[config.mk]
export PLATFORM = sky130hd
export DESIGN_NAME = peer_handshake_fsm_top
export DESIGN_NICKNAME = d
export VERILOG_FILES = /design/src/rtl/phf_pkg.sv /design/src/rtl/phf_front.sv /design/src/rtl/phf_cmd_fifo.sv /design/src/rtl/phf_back.sv /design/src/rtl/peer_handshake_fsm_top.sv
export SDC_FILE = /design/constraint.sdc
export NUM_CORES = 1
export LEC_CHECK = 0
export ABC_AREA = 1
export BUFFER_PORTS_ARGS = -buffer_cell sky130_fd_sc_hd__buf_2
export CELL_PAD_IN_SITES_DETAIL_PLACEMENT = 1
export CELL_PAD_IN_SITES_GLOBAL_PLACEMENT = 2
export CORE_MARGIN = 2
export CORE_UTILIZATION = 39
export CTS_BUF_LIST = sky130_fd_sc_hd__clkbuf_16
export CTS_CLUSTER_DIAMETER = 40
export CTS_CLUSTER_SIZE = 25
export DETAILED_ROUTE_END_ITERATION = 8
export PLACE_DENSITY_LB_ADDON = 0.1
export SLEW_MARGIN = 10
export SYNTH_ARGS = -nofsm -noshare
export SYNTH_HDL_FRONTEND = slang
export SYNTH_SLANG_ARGS = --single-unit
[constraint.sdc]
create_clock -name clk_i -period 7.15 [get_ports clk_i]
set_clock_uncertainty 0.1 [all_clocks]
set_input_delay 1.43 -clock clk_i [delete_from_list [all_inputs] [get_ports clk_i]]
set_output_delay 1.43 -clock clk_i [all_outputs]
set_load 0.03 [all_outputs]
[src/rtl/phf_pkg.sv]
// ----------------------------------------------------------------------------
// phf_pkg: shared types and helpers of the peer handshake tracker
// Holds the action codes, the command and result beat formats and the
// saturation helper used by the front and the back.
// ----------------------------------------------------------------------------
package phf_pkg;

  typedef enum logic [2:0] {
    ACT_NONE,
    ACT_FAIL,
    ACT_HELLO,
    ACT_HELLO_ACK,
    ACT_GET_ADDR,
    ACT_ADDR,
    ACT_TICK,
    ACT_CONNECT
  } act_e;

  typedef struct packed {
    act_e               act;
    logic [31:0]        now;
    logic               ver_nz;
    logic signed [31:0] hello_off;
  } cmd_t;

  typedef struct packed {
    logic [2:0]         send_message;
    logic               handshaked;
    logic               link_fail;
    logic [3:0]         link_state;
    logic signed [31:0] clock_offset;
    logic               last_result;
  } res_t;

  function automatic logic signed [31:0] sat32(input logic signed [33:0] v);
    logic signed [31:0] r;
    if (v > 34'sh0_7FFF_FFFF) begin
      r = 32'sh7FFF_FFFF;
    end else if (v < -34'sh0_8000_0000) begin
      r = 32'sh8000_0000;
    end else begin
      r = v[31:0];
    end
    return r;
  endfunction

endpackage

[src/rtl/phf_front.sv]
// ----------------------------------------------------------------------------
// phf_front: input classifier
// Turns an input beat into one action code and precomputes the saturated
// hello clock offset, so the back only has to carry the action out.
// ----------------------------------------------------------------------------
module phf_front (
  input  logic [1:0]    opcode_i,
  input  logic [2:0]    command_i,
  input  logic          network_channel_i,
  input  logic          packet_ok_i,
  input  logic [31:0]   now_time_i,
  input  logic [30:0]   peer_version_i,
  input  logic [31:0]   peer_time_i,
  output phf_pkg::cmd_t cmd_o
);
  import phf_pkg::*;

  localparam logic [1:0] OPC_PACKET  = 2'd0;
  localparam logic [1:0] OPC_TICK    = 2'd1;
  localparam logic [1:0] OPC_CONNECT = 2'd2;

  localparam logic [2:0] CMD_HELLO     = 3'd0;
  localparam logic [2:0] CMD_HELLO_ACK = 3'd1;
  localparam logic [2:0] CMD_GET_ADDR  = 3'd2;
  localparam logic [2:0] CMD_ADDR      = 3'd3;

  logic signed [33:0] off_diff;
  act_e               act;

  always_comb begin
    act = ACT_NONE;
    case (opcode_i)
      OPC_PACKET: begin
        if (!packet_ok_i) begin
          act = ACT_FAIL;
        end else if (network_channel_i) begin
          case (command_i)
            CMD_HELLO:     act = ACT_HELLO;
            CMD_HELLO_ACK: act = ACT_HELLO_ACK;
            CMD_GET_ADDR:  act = ACT_GET_ADDR;
            CMD_ADDR:      act = ACT_ADDR;
            default:       act = ACT_NONE;
          endcase
        end
      end
      OPC_TICK:    act = ACT_TICK;
      OPC_CONNECT: act = ACT_CONNECT;
      default:     act = ACT_NONE;
    endcase
  end

  assign off_diff = $signed({2'b00, peer_time_i}) - $signed({2'b00, now_time_i});

  assign cmd_o.act       = act;
  assign cmd_o.now       = now_time_i;
  assign cmd_o.ver_nz    = |peer_version_i;
  assign cmd_o.hello_off = sat32(off_diff);

endmodule

[src/rtl/phf_cmd_fifo.sv]
// ----------------------------------------------------------------------------
// phf_cmd_fifo: two-entry command queue
// Decouples the classifier from the sequencer so each side stalls alone.
// ----------------------------------------------------------------------------
module phf_cmd_fifo (
  input  logic          clk_i,
  input  logic          rst_ni,
  input  logic          push_i,
  input  phf_pkg::cmd_t data_i,
  output logic          full_o,
  input  logic          pop_i,
  output logic          valid_o,
  output phf_pkg::cmd_t data_o
);
  import phf_pkg::*;

  cmd_t       mem_q [2];
  logic       wp_q, wp_d;
  logic       rp_q, rp_d;
  logic [1:0] cnt_q, cnt_d;
  logic       do_push, do_pop;

  assign full_o  = cnt_q[1];
  assign valid_o = |cnt_q;
  assign data_o  = mem_q[rp_q];
  assign do_push = push_i && !full_o;
  assign do_pop  = pop_i && valid_o;

  always_comb begin
    wp_d  = wp_q ^ do_push;
    rp_d  = rp_q ^ do_pop;
    cnt_d = cnt_q + {1'b0, do_push} - {1'b0, do_pop};
  end

  always_ff @(posedge clk_i or negedge rst_ni) begin
    if (!rst_ni) begin
      wp_q  <= 1'b0;
      rp_q  <= 1'b0;
      cnt_q <= 2'd0;
    end else begin
      wp_q  <= wp_d;
      rp_q  <= rp_d;
      cnt_q <= cnt_d;
    end
  end

  always_ff @(posedge clk_i) begin
    if (do_push) begin
      mem_q[wp_q] <= data_i;
    end
  end

  a_cnt_range: assert property (@(posedge clk_i) disable iff (!rst_ni)
    cnt_q != 2'd3) else $error("command queue count out of range");

endmodule

[src/rtl/phf_back.sv]
// ----------------------------------------------------------------------------
// phf_back: handshake sequencer and result queue
// Carries out one action per visit: decides the transition, then applies any
// round-trip correction and writes one or two result beats to the queue.
// ----------------------------------------------------------------------------
module phf_back (
  input  logic          clk_i,
  input  logic          rst_ni,
  input  logic          cfg_we_i,
  input  logic          cfg_wdata_i,
  input  logic          cmd_valid_i,
  input  phf_pkg::cmd_t cmd_i,
  output logic          cmd_pop_o,
  output logic          empty_o,
  input  logic          pop_i,
  output phf_pkg::res_t res_o
);
  import phf_pkg::*;

  localparam logic [3:0] ST_IN_CONNECTED   = 4'd1;
  localparam logic [3:0] ST_IN_WAIT_ACK    = 4'd2;
  localparam logic [3:0] ST_IN_HANDSHAKED  = 4'd3;
  localparam logic [3:0] ST_IN_WAIT_ADDR   = 4'd4;
  localparam logic [3:0] ST_IN_COMPLETE    = 4'd5;
  localparam logic [3:0] ST_OUT_CONNECT    = 4'd6;
  localparam logic [3:0] ST_OUT_CONNECTED  = 4'd7;
  localparam logic [3:0] ST_OUT_WAIT_HEL   = 4'd8;
  localparam logic [3:0] ST_OUT_HANDSHAKED = 4'd9;
  localparam logic [3:0] ST_OUT_WAIT_ADDR  = 4'd10;
  localparam logic [3:0] ST_OUT_COMPLETE   = 4'd11;

  localparam logic [2:0] MSG_NONE     = 3'd0;
  localparam logic [2:0] MSG_HELLO    = 3'd1;
  localparam logic [2:0] MSG_HELLO_AK = 3'd2;
  localparam logic [2:0] MSG_GET_ADDR = 3'd3;
  localparam logic [2:0] MSG_ADDR     = 3'd4;

  localparam logic [1:0] SEQ_EXEC   = 2'd0;
  localparam logic [1:0] SEQ_FIN    = 2'd1;
  localparam logic [1:0] SEQ_SECOND = 2'd2;

  function automatic logic [5:0] limit_of(input logic [3:0] s);
    logic [5:0] r;
    case (s)
      ST_IN_CONNECTED, ST_IN_HANDSHAKED, ST_OUT_HANDSHAKED: r = 6'd30;
      ST_IN_WAIT_ACK, ST_IN_WAIT_ADDR,
      ST_OUT_WAIT_HEL, ST_OUT_WAIT_ADDR:                    r = 6'd10;
      ST_IN_COMPLETE, ST_OUT_COMPLETE:                      r = 6'd2;
      ST_OUT_CONNECT, ST_OUT_CONNECTED:                     r = 6'd20;
      default:                                              r = 6'd0;
    endcase
    return r;
  endfunction

  logic               inbound_q, inbound_d;
  logic [3:0]         state_q, state_d;
  logic [31:0]        start_q, start_d;
  logic [31:0]        hs_time_q, hs_time_d;
  logic               seen_q, seen_d;
  logic signed [31:0] off_q, off_d;
  logic [1:0]         seq_q, seq_d;
  logic [2:0]         send0_q, send0_d;
  logic [2:0]         send1_q, send1_d;
  logic               two_q, two_d;
  logic               hs_q, hs_d;
  logic               fail_q, fail_d;
  logic               add_q, add_d;
  logic signed [31:0] half_q, half_d;

  res_t       out_mem_q [2];
  logic       out_wp_q, out_rp_q;
  logic [1:0] out_cnt_q;
  logic       out_full, out_push, out_pop;
  res_t       res_d;

  logic signed [32:0] rtt;
  logic [32:0]        elapsed;
  logic [5:0]         lim;
  logic signed [31:0] off_fin;

  assign out_full = out_cnt_q[1];
  assign out_pop  = pop_i && (out_cnt_q != 2'd0);
  assign empty_o  = out_cnt_q == 2'd0;
  assign res_o    = out_mem_q[out_rp_q];

  assign rtt     = $signed({1'b0, cmd_i.now}) - $signed({1'b0, hs_time_q});
  assign elapsed = {1'b0, cmd_i.now} - {1'b0, start_q};
  assign lim     = limit_of(state_q);
  assign off_fin = add_q ? sat32({{2{off_q[31]}}, off_q} + {{2{half_q[31]}}, half_q})
                         : off_q;

  always_comb begin
    inbound_d = inbound_q;
    state_d   = state_q;
    start_d   = start_q;
    hs_time_d = hs_time_q;
    seen_d    = seen_q;
    off_d     = off_q;
    seq_d     = seq_q;
    send0_d   = send0_q;
    send1_d   = send1_q;
    two_d     = two_q;
    hs_d      = hs_q;
    fail_d    = fail_q;
    add_d     = add_q;
    half_d    = half_q;
    cmd_pop_o = 1'b0;
    out_push  = 1'b0;
    res_d     = '0;

    case (seq_q)
      SEQ_EXEC: begin
        if (cmd_valid_i) begin
          cmd_pop_o = 1'b1;
          seq_d     = SEQ_FIN;
          send0_d   = MSG_NONE;
          send1_d   = MSG_NONE;
          two_d     = 1'b0;
          hs_d      = 1'b0;
          fail_d    = 1'b0;
          add_d     = 1'b0;
          half_d    = rtt[32:1] + {31'd0, rtt[32] & rtt[0]};
          case (cmd_i.act)
            ACT_FAIL: fail_d = 1'b1;
            ACT_HELLO: begin
              if (seen_q) begin
                fail_d = 1'b1;
              end else begin
                seen_d = cmd_i.ver_nz;
                off_d  = cmd_i.hello_off;
                if (inbound_q) begin
                  if (state_q == ST_IN_CONNECTED) begin
                    send0_d   = MSG_HELLO;
                    hs_time_d = cmd_i.now;
                    state_d   = ST_IN_WAIT_ACK;
                    start_d   = cmd_i.now;
                  end else begin
                    fail_d = 1'b1;
                  end
                end else if (state_q == ST_OUT_WAIT_HEL) begin
                  state_d = ST_OUT_WAIT_ADDR;
                  start_d = cmd_i.now;
                  add_d   = 1'b1;
                  hs_d    = 1'b1;
                  send0_d = MSG_HELLO_AK;
                  send1_d = MSG_GET_ADDR;
                  two_d   = 1'b1;
                end else begin
                  fail_d = 1'b1;
                end
              end
            end
            ACT_HELLO_ACK: begin
              if (inbound_q) begin
                if (state_q == ST_IN_WAIT_ACK && seen_q) begin
                  state_d = ST_IN_WAIT_ADDR;
                  start_d = cmd_i.now;
                  add_d   = 1'b1;
                  hs_d    = 1'b1;
                  send0_d = MSG_GET_ADDR;
                end else begin
                  fail_d = 1'b1;
                end
              end
            end
            ACT_GET_ADDR: send0_d = MSG_ADDR;
            ACT_ADDR: begin
              if (state_q == ST_IN_WAIT_ADDR) begin
                state_d = ST_IN_COMPLETE;
                start_d = cmd_i.now;
              end else if (state_q == ST_OUT_WAIT_ADDR) begin
                state_d = ST_OUT_COMPLETE;
                start_d = cmd_i.now;
              end else begin
                fail_d = 1'b1;
              end
            end
            ACT_TICK: begin
              if (lim != 6'd0 && !elapsed[32] && elapsed[31:0] >= {26'd0, lim}) begin
                fail_d = 1'b1;
              end
            end
            ACT_CONNECT: begin
              send0_d   = MSG_HELLO;
              hs_time_d = cmd_i.now;
              state_d   = ST_OUT_WAIT_HEL;
              start_d   = cmd_i.now;
            end
            default: ;
          endcase
        end
      end
      SEQ_FIN: begin
        if (!out_full) begin
          out_push           = 1'b1;
          off_d              = off_fin;
          res_d.send_message = send0_q;
          res_d.handshaked   = hs_q && !two_q;
          res_d.link_fail    = fail_q && !two_q;
          res_d.link_state   = state_q;
          res_d.clock_offset = off_fin;
          res_d.last_result  = !two_q;
          seq_d              = two_q ? SEQ_SECOND : SEQ_EXEC;
        end
      end
      SEQ_SECOND: begin
        if (!out_full) begin
          out_push           = 1'b1;
          res_d.send_message = send1_q;
          res_d.handshaked   = hs_q;
          res_d.link_fail    = fail_q;
          res_d.link_state   = state_q;
          res_d.clock_offset = off_q;
          res_d.last_result  = 1'b1;
          seq_d              = SEQ_EXEC;
        end
      end
      default: seq_d = SEQ_EXEC;
    endcase

    if (cfg_we_i) begin
      inbound_d = cfg_wdata_i;
      state_d   = cfg_wdata_i ? ST_IN_CONNECTED : ST_OUT_CONNECT;
      start_d   = '0;
      hs_time_d = '0;
      seen_d    = 1'b0;
      off_d     = '0;
    end
  end

  always_ff @(posedge clk_i or negedge rst_ni) begin
    if (!rst_ni) begin
      inbound_q <= 1'b0;
      state_q   <= ST_OUT_CONNECT;
      start_q   <= '0;
      hs_time_q <= '0;
      seen_q    <= 1'b0;
      off_q     <= '0;
      seq_q     <= SEQ_EXEC;
      out_wp_q  <= 1'b0;
      out_rp_q  <= 1'b0;
      out_cnt_q <= 2'd0;
    end else begin
      inbound_q <= inbound_d;
      state_q   <= state_d;
      start_q   <= start_d;
      hs_time_q <= hs_time_d;
      seen_q    <= seen_d;
      off_q     <= off_d;
      seq_q     <= seq_d;
      out_wp_q  <= out_wp_q ^ out_push;
      out_rp_q  <= out_rp_q ^ out_pop;
      out_cnt_q <= out_cnt_q + {1'b0, out_push} - {1'b0, out_pop};
    end
  end

  always_ff @(posedge clk_i) begin
    send0_q <= send0_d;
    send1_q <= send1_d;
    two_q   <= two_d;
    hs_q    <= hs_d;
    fail_q  <= fail_d;
    add_q   <= add_d;
    half_q  <= half_d;
    if (out_push) begin
      out_mem_q[out_wp_q] <= res_d;
    end
  end

  a_no_overflow: assert property (@(posedge clk_i) disable iff (!rst_ni)
    out_push |-> out_cnt_q != 2'd2) else $error("result beat written to a full queue");

  a_hs_not_fail: assert property (@(posedge clk_i) disable iff (!rst_ni)
    out_push |-> !(res_d.handshaked && res_d.link_fail))
    else $error("handshake and failure flagged together");

  a_second_two: assert property (@(posedge clk_i) disable iff (!rst_ni)
    seq_q == SEQ_SECOND |-> two_q) else $error("second beat without a second send");

  a_state_range: assert property (@(posedge clk_i) disable iff (!rst_ni)
    state_q <= ST_OUT_COMPLETE) else $error("peer state out of range");

endmodule

[src/rtl/peer_handshake_fsm_top.sv]
// ----------------------------------------------------------------------------
// peer_handshake_fsm_top: handshake tracker for one peer link
// Classifier, command queue and sequencer with its result queue.
// ----------------------------------------------------------------------------
// An input beat is taken on any cycle that the two-entry command queue has
// room; the classifier is combinational. The sequencer works an item in
// steps: decision, then the round-trip offset add and the first result beat,
// then a second result beat when the item asks for two sends. It takes no new
// item until the last one's result beats are written, and its beat steps wait
// while the result queue is full. Result beats wait in a two-entry result
// queue. Configuration writes restart the link state and must come while
// the block is idle.
module peer_handshake_fsm_top (
  input  logic        clk_i,
  input  logic        rst_ni,
  input  logic        cfg_we_i,
  input  logic        cfg_wdata_i,
  input  logic        push,
  output logic        full,
  input  logic [1:0]  opcode_i,
  input  logic [2:0]  command_i,
  input  logic        network_channel_i,
  input  logic        packet_ok_i,
  input  logic [31:0] now_time_i,
  input  logic [30:0] peer_version_i,
  input  logic [31:0] peer_time_i,
  output logic        empty,
  input  logic        pop,
  output logic [2:0]  send_message_o,
  output logic        handshaked_o,
  output logic        link_fail_o,
  output logic [3:0]  link_state_o,
  output logic signed [31:0] clock_offset_o,
  output logic        last_result_o
);
  import phf_pkg::*;

  cmd_t cmd_in;
  cmd_t cmd_head;
  logic cmd_valid;
  logic cmd_pop;
  res_t res;

  phf_front u_front (
    .opcode_i          (opcode_i),
    .command_i         (command_i),
    .network_channel_i (network_channel_i),
    .packet_ok_i       (packet_ok_i),
    .now_time_i        (now_time_i),
    .peer_version_i    (peer_version_i),
    .peer_time_i       (peer_time_i),
    .cmd_o             (cmd_in)
  );

  phf_cmd_fifo u_cmd_fifo (
    .clk_i   (clk_i),
    .rst_ni  (rst_ni),
    .push_i  (push),
    .data_i  (cmd_in),
    .full_o  (full),
    .pop_i   (cmd_pop),
    .valid_o (cmd_valid),
    .data_o  (cmd_head)
  );

  phf_back u_back (
    .clk_i       (clk_i),
    .rst_ni      (rst_ni),
    .cfg_we_i    (cfg_we_i),
    .cfg_wdata_i (cfg_wdata_i),
    .cmd_valid_i (cmd_valid),
    .cmd_i       (cmd_head),
    .cmd_pop_o   (cmd_pop),
    .empty_o     (empty),
    .pop_i       (pop),
    .res_o       (res)
  );

  assign send_message_o = res.send_message;
  assign handshaked_o   = res.handshaked;
  assign link_fail_o    = res.link_fail;
  assign link_state_o   = res.link_state;
  assign clock_offset_o = res.clock_offset;
  assign last_result_o  = res.last_result;

endmodule
* Word level (Yosys, flattened, before mapping) *
Memories as Yosys holds them, arrays and structs flattened.
Index checks and enable logic that the tools add are counted.

word-level totals
  flip-flop bits (word level) = 153
  bits in writable memories = 220
  bits in read-only memories = 64
  input port bits = 108
  output and inout port bits = 44
  word-level logic and storage cells = 200
  memories = 3

memories
  memory            depth  bits a word  read ports  clocked after Yosys merged registers in  wr ports  line                text
  u_cmd_fifo.mem_q  2      68           1           0                                        1         phf_cmd_fifo.sv:17  cmd_t mem_q [2];
  u_back.out_mem_q  2      42           1           0                                        1         phf_back.sv:70      res_t out_mem_q [2];
  (no name shown)   16     4            1           0                                        0         phf_back.sv:44      case (s)

operators by class
  $add $sub $neg = 9
  magnitude comparators = 5
  eq/ne operators = 34
  mux-type cells = 91
  bitwise operators = 6
  reduce and logical (&&, ||, !) cells = 33

operators by type and width
  kind                                                              count
  2-to-1 mux 32 bit                                                 26
  case mux 32 bit (2 select lines)                                  2
  case mux 32 bit (4 select lines)                                  1
  subtractor 32 x 32 -> 33 bit                                      3
  2-to-1 mux 42 bit                                                 2
  case mux 42 bit (2 select lines)                                  1
  greater-than comparator 34 x 32 -> 1 bit (second input constant)  2
  < comparator 34 x 32 -> 1 bit (second input constant)             2
  2-to-1 mux 4 bit                                                  11
  adder 32 x 32 -> 33 bit                                           1
  adder 32 x 1 -> 32 bit                                            1
  >= comparator 32 x 6 -> 1 bit                                     1
  OR reduction 31 bit                                               1
  2-to-1 mux 1 bit                                                  28
  case mux 3 bit (4 select lines)                                   2
  2-to-1 mux 3 bit                                                  6
  case mux 4 bit (4 select lines)                                   1
  inequality test 3 bit (second input constant)                     5
  2-to-1 mux 2 bit                                                  7
  equality test 3 x 2 -> 1 bit (second input constant)              4
  equality test 3 bit (second input constant)                       4
  inequality test 3 x 2 -> 1 bit (second input constant)            4
  case mux 3 bit (3 select lines)                                   1
  AND reduction 9 bit                                               1
  32 further kinds                                                  61

* Logic depth before layout (Yosys ltp) *
  depth in word-level cells = 8
  depth in mapped cells = 27
  gate-level depth less buffers = 25

* Modules after synthesis *
From an unflattened synthesis, not the netlist that was laid out.

second synthesis, totals
  cell total of the unflattened synthesis = 4054
  area total of the unflattened synthesis = 27707.8 µm²

modules (own cells, without submodules)
  module        instances  cells each  area each (µm²)  seq. area each (µm²)
  phf_back      1          2878        18773.0          6398.6
  phf_cmd_fifo  1          380         5171.2           4184.0
  phf_front     1          796         3763.6           0.0

* Worst setup path before layout *
OpenSTA, ideal clock, no wires.

  kind = flip-flop to flip-flop
  from = register u_cmd_fifo.rp_q
  to = register u_back.half_q[26], data pin
  setup time = 0.253 ns
  arrival time = 3.981 ns
  data required time = 6.797 ns
  slack = 2.816 ns
  stages on the path, launching flop included = 28
  path buffers = 2
  period minus slack after synthesis = 4.334 ns
  cells stage by stage = dfrtp_1 -> buf_2 -> inv_2 -> clkbuf_1 -> or2_2 -> o21ai_0 -> inv_1 -> fa_1 -> nand3_1 -> nand2_1 -> nand2_1 -> nand2_1 -> nand2_1 -> nand2_1 -> nand3_1 -> nand2_1 -> a21oi_1 -> inv_1 -> nor2_1 -> ha_1 -> ha_1 -> inv_1 -> nor2_1 -> nand2_1 -> nor3_1 -> nand3_1 -> nand2_1 -> nand2_1

on the way
  cells in the longest elaborated chain, start to end = 4

RTL lines
  item                              line                text
  start: declaration                phf_cmd_fifo.sv:19  logic rp_q, rp_d;
  start signal: assignment          phf_cmd_fifo.sv:42  rp_q <= rp_d;
  memory read (2 x 68 bit) (*)      n/a
  subtractor 32 x 32 -> 33 bit (*)  phf_back.sv:86      assign rtt = $signed({1'b0, cmd_i.now}) - $signed({1'b0, hs_time_q});
  AND 1 bit                         phf_back.sv:122     half_d = rtt[32:1] + {31'd0, rtt[32] & rtt[0]};
  adder 32 x 1 -> 32 bit (*)        phf_back.sv:122
  end signal: assignment            phf_back.sv:264     half_q <= half_d;
  end: declaration                  phf_back.sv:68      logic signed [31:0] half_q, half_d;

Every way passes the cells marked *; elsewhere a longest branch is shown, timed or not.
A chain may end at the register's enable or synchronous reset.

* Final worst setup path *
Same ends and word-level chain as after synthesis.

==> results_dict.tcl <==
set metrics [dict create \
    outcome "complete, no violations" \
    synth_seq_cells 371 \
    io_pins 152 \
    synth.cell_area_mm2 0.0258 \
    cts_made_buffers 73 \
    postSynthCellCount 3583 \
    grt_pass1_wl_mm 151 \
    async_reset_ff_share_pct 30.2 \
    overflow 0 \
    cts_tree "yes" \
    critPathLaunchType "flip-flop" \
    nets 4006 \
    yosysSeqAreaShare_pct 41.0 \
    syn_avg_cell_area_um2 7.20 \
    tightestPinTransition_ps 1100 \
    drc_errors 0 \
    via_per_inst 5.27 \
    rsz0062_at_grt "no" \
    grt_pass1_vias 25200 \
    worstHoldPathType "flip-flop to flip-flop" \
    critPathKind "flip-flop to flip-flop" \
    slew_violations 0 \
    first_iter_violations 1655 \
    final-setup-viol-count 0 \
    placed_cells 4535 \
    drt-pass1-iter-count 7 \
    diodes 0 \
    wire_per_inst_um 21.4 \
    clock_sinks 371 \
    synthFlopType "edfxtp_1" \
    ctsHoldBuffers 0 \
    stdcell_count 4670 \
    max_freq_mhz 181 \
    fin_crit_ps 5530 \
    gp_congestion 0.950 \
    grt_max_degree 73 \
    relSlewSlack_pct 25.6 \
    cp-end-kind "flip-flop" \
    dieArea_mm2 0.0682 \
    syn2layout_area_growth_pct 16.6 \
    coreArea_mm2 0.0656 \
    hold_violations 0 \
    synth.distinct_cells 50 \
    finalWirelength_mm 100 \
    cp.arrival_ps 5780 \
    grt_usage_pct 29.4 \
    clockRootBuffer "clkbuf_16" \
    rows 94 \
    start_util_pct 39.3 \
    rrSetupSlack_ps 1620 \
    antenna_found_initial 9 \
    vias 24600 \
    insertion_delay_ps 610 \
    maxCapViolations 0 \
    ctsResizeCount 0 \
    die_x_um 261 \
    cp.required_ps 7400 \
    antenna_left 0 \
    fin_setup_tns_ps 0 \
    cts.htree.levels 3 \
    drive_gt1_share_pct 9.25 \
    path_clk_slew_ps 50 \
    syn_nets 3843 \
    synth-edff-count 259 \
    finalCritPeriodShare_pct 77.3 \
    hpwl_mm 79.8 \
    post-cts-setup-buffers 0 \
    yosys_warnings 0 \
    clockBufferDepth 3 \
    portBuffers 151 \
    cp_max_fo 27 \
    die_y_um 261 \
]
## state kept, by name, indices dropped and copies added (netlist names), 2 cells and up
name	flops
u_back.start_q	32
u_back.hs_time_q	32
u_back.state_q	4
u_back.off_q	32
u_cmd_fifo.mem_q	136
u_cmd_fifo.cnt_q	2
u_back.out_cnt_q	2
u_back.out_mem_q	84
u_back.send0_q	3
u_back.half_q	32
u_back.seq_q	2
## logic make-up (layout without fill, tap and decap cells)
| family | after synthesis | after routing | share of synthesized area [%] |
|---|---|---|---|
| muxes | 2 | 2 | 0.0825 |
| and+or+nand+nor | 1939 | 1939 | 30.5 |
| DFF | 371 | 371 | 41.0 |
| buffers and inverters | 567 | 790 | 8.39 |
| adders and majority gates | 152 | 152 | 7.49 |
| xor gates and xnor gates | 83 | 83 | 2.85 |
| AOI/OAI and AO/OA | 469 | 469 | 9.64 |
## per-stage QoR
| step | setup slack [ps] | utilization (%) | hold WS [ps] | instance area, um^2 |
|---|---|---|---|---|
| global route | 1090 | 45.8 | 448 | 30100 |
| global placement | 1900 | 41.9 | 400 | 27500 |
| floorplan | 2820 | - | 377 | 25800 |
| detailed placement | 1660 | 41.9 | 417 | 27500 |
| CTS | 1630 | 45.8 | 432 | 30100 |
| finish | 1620 | 45.8 | 428 | 30100 |
## cell usage after synthesis, drive strengths merged (2+ instances only)
| cell | number | share of area, % |
|---|---|---|
| clkinv | 2 | 0.029 |
| o221ai | 3 | 0.10 |
| a21oi | 267 | 5.2 |
| o21a | 7 | 0.20 |
| nor3 | 39 | 0.80 |
| nor4 | 9 | 0.28 |
| clkbuf | 57 | 0.84 |
| nand3b | 5 | 0.15 |
| dfstp | 2 | 0.20 |
| a21boi | 4 | 0.12 |
| o31ai | 2 | 0.058 |
| buf | 24 | 0.48 |
| inv | 484 | 7.0 |
| nor2 | 266 | 3.9 |
| and2 | 5 | 0.12 |
| ha | 148 | 7.2 |
| nand2 | 1349 | 20 |
| nand4 | 59 | 1.4 |
| fa | 4 | 0.31 |
| o21ai | 149 | 2.9 |
| o211ai | 3 | 0.087 |
| xnor2 | 24 | 0.82 |
| o21bai | 11 | 0.32 |
| dfrtp | 110 | 11 |
| a21o | 11 | 0.32 |
| or2 | 38 | 0.92 |
| a31oi | 5 | 0.12 |
| nand3 | 168 | 3.3 |
| edfxtp | 259 | 30 |
| xor2 | 59 | 2.0 |
| o2111ai | 3 | 0.10 |
## per-layer routing
metal / share of wire [%] / global-route usage [%] / wire [um]
met4: 3.2 / 9.12 / 3170
met1: 46 / 41.1 / 45700
met5: 0.039 / 0 / 39
met3: 5.2 / 4.08 / 5230
met2: 46 / 47.2 / 45800
## worst max-delay path, stage by stage (launching register included)
cell	delay, ps
dfrtp_2	560
inv_2	310
or2_2	360
o21ai_0	190
inv_1	260
fa_1	500
nand3_1	110
nand2_1	120
nand2_1	90
nand2_1	110
nand2_1	90
nand2_1	90
nand3_1	100
nand2_1	80
a21oi_1	240
inv_1	100
nor2_1	110
ha_1	240
ha_1	250
inv_1	80
nor2_1	380
nand2_1	180
nor3_1	350
nand3_1	130
nand2_1	80
nand2_1	50
## final cells by class
| class | instances | area (um^2) |
|---|---|---|
| inverters | 486 | 1820 |
| clock buffers | 76 | 1900 |
| flip-flops and latches | 371 | 10600 |
| clock inverters | 59 | 701 |
| repair buffers | 169 | 893 |
| multi-input cells | 2645 | 13100 |
| fillers | 8244 | 35600 |
| well taps | 864 | 1080 |
## cell usage in the layout, fill, tap and decap left out, types with 11 or more instances in the layout
cell type  instances
nand2_1         1349
inv_1            486
a21oi_1          267
nor2_1           260
edfxtp_1         259
nand3_1          168
buf_2            150
ha_1             143
dfrtp_1          109
o21ai_0          108
clkbuf_16         76
nand4_1           59
xor2_1            58
o21ai_1           40
nor3_1            37
or2_2             35
xnor2_1           24
buf_4             19
clkinv_4          13
o21bai_1          11
a21o_1            11
## worst paths after layout
kind                                         start            endpoint  cells after the start
min in group asynchronous                   rst_ni   u_back.start_q[9]                      1
worst max register to register     u_cmd_fifo.rp_q   u_back.half_q[26]                     25
worst max-delay path               u_cmd_fifo.rp_q   u_back.half_q[26]                     25
worst min register to register  u_back.start_q[21]  u_back.start_q[21]                      2
worst min-delay path            u_back.start_q[21]  u_back.start_q[21]                      2
max in group asynchronous                   rst_ni     u_cmd_fifo.wp_q                      2
Power is not shown: default switching activity piles up to over one toggle a cycle in this logic, so the estimate is an artifact.
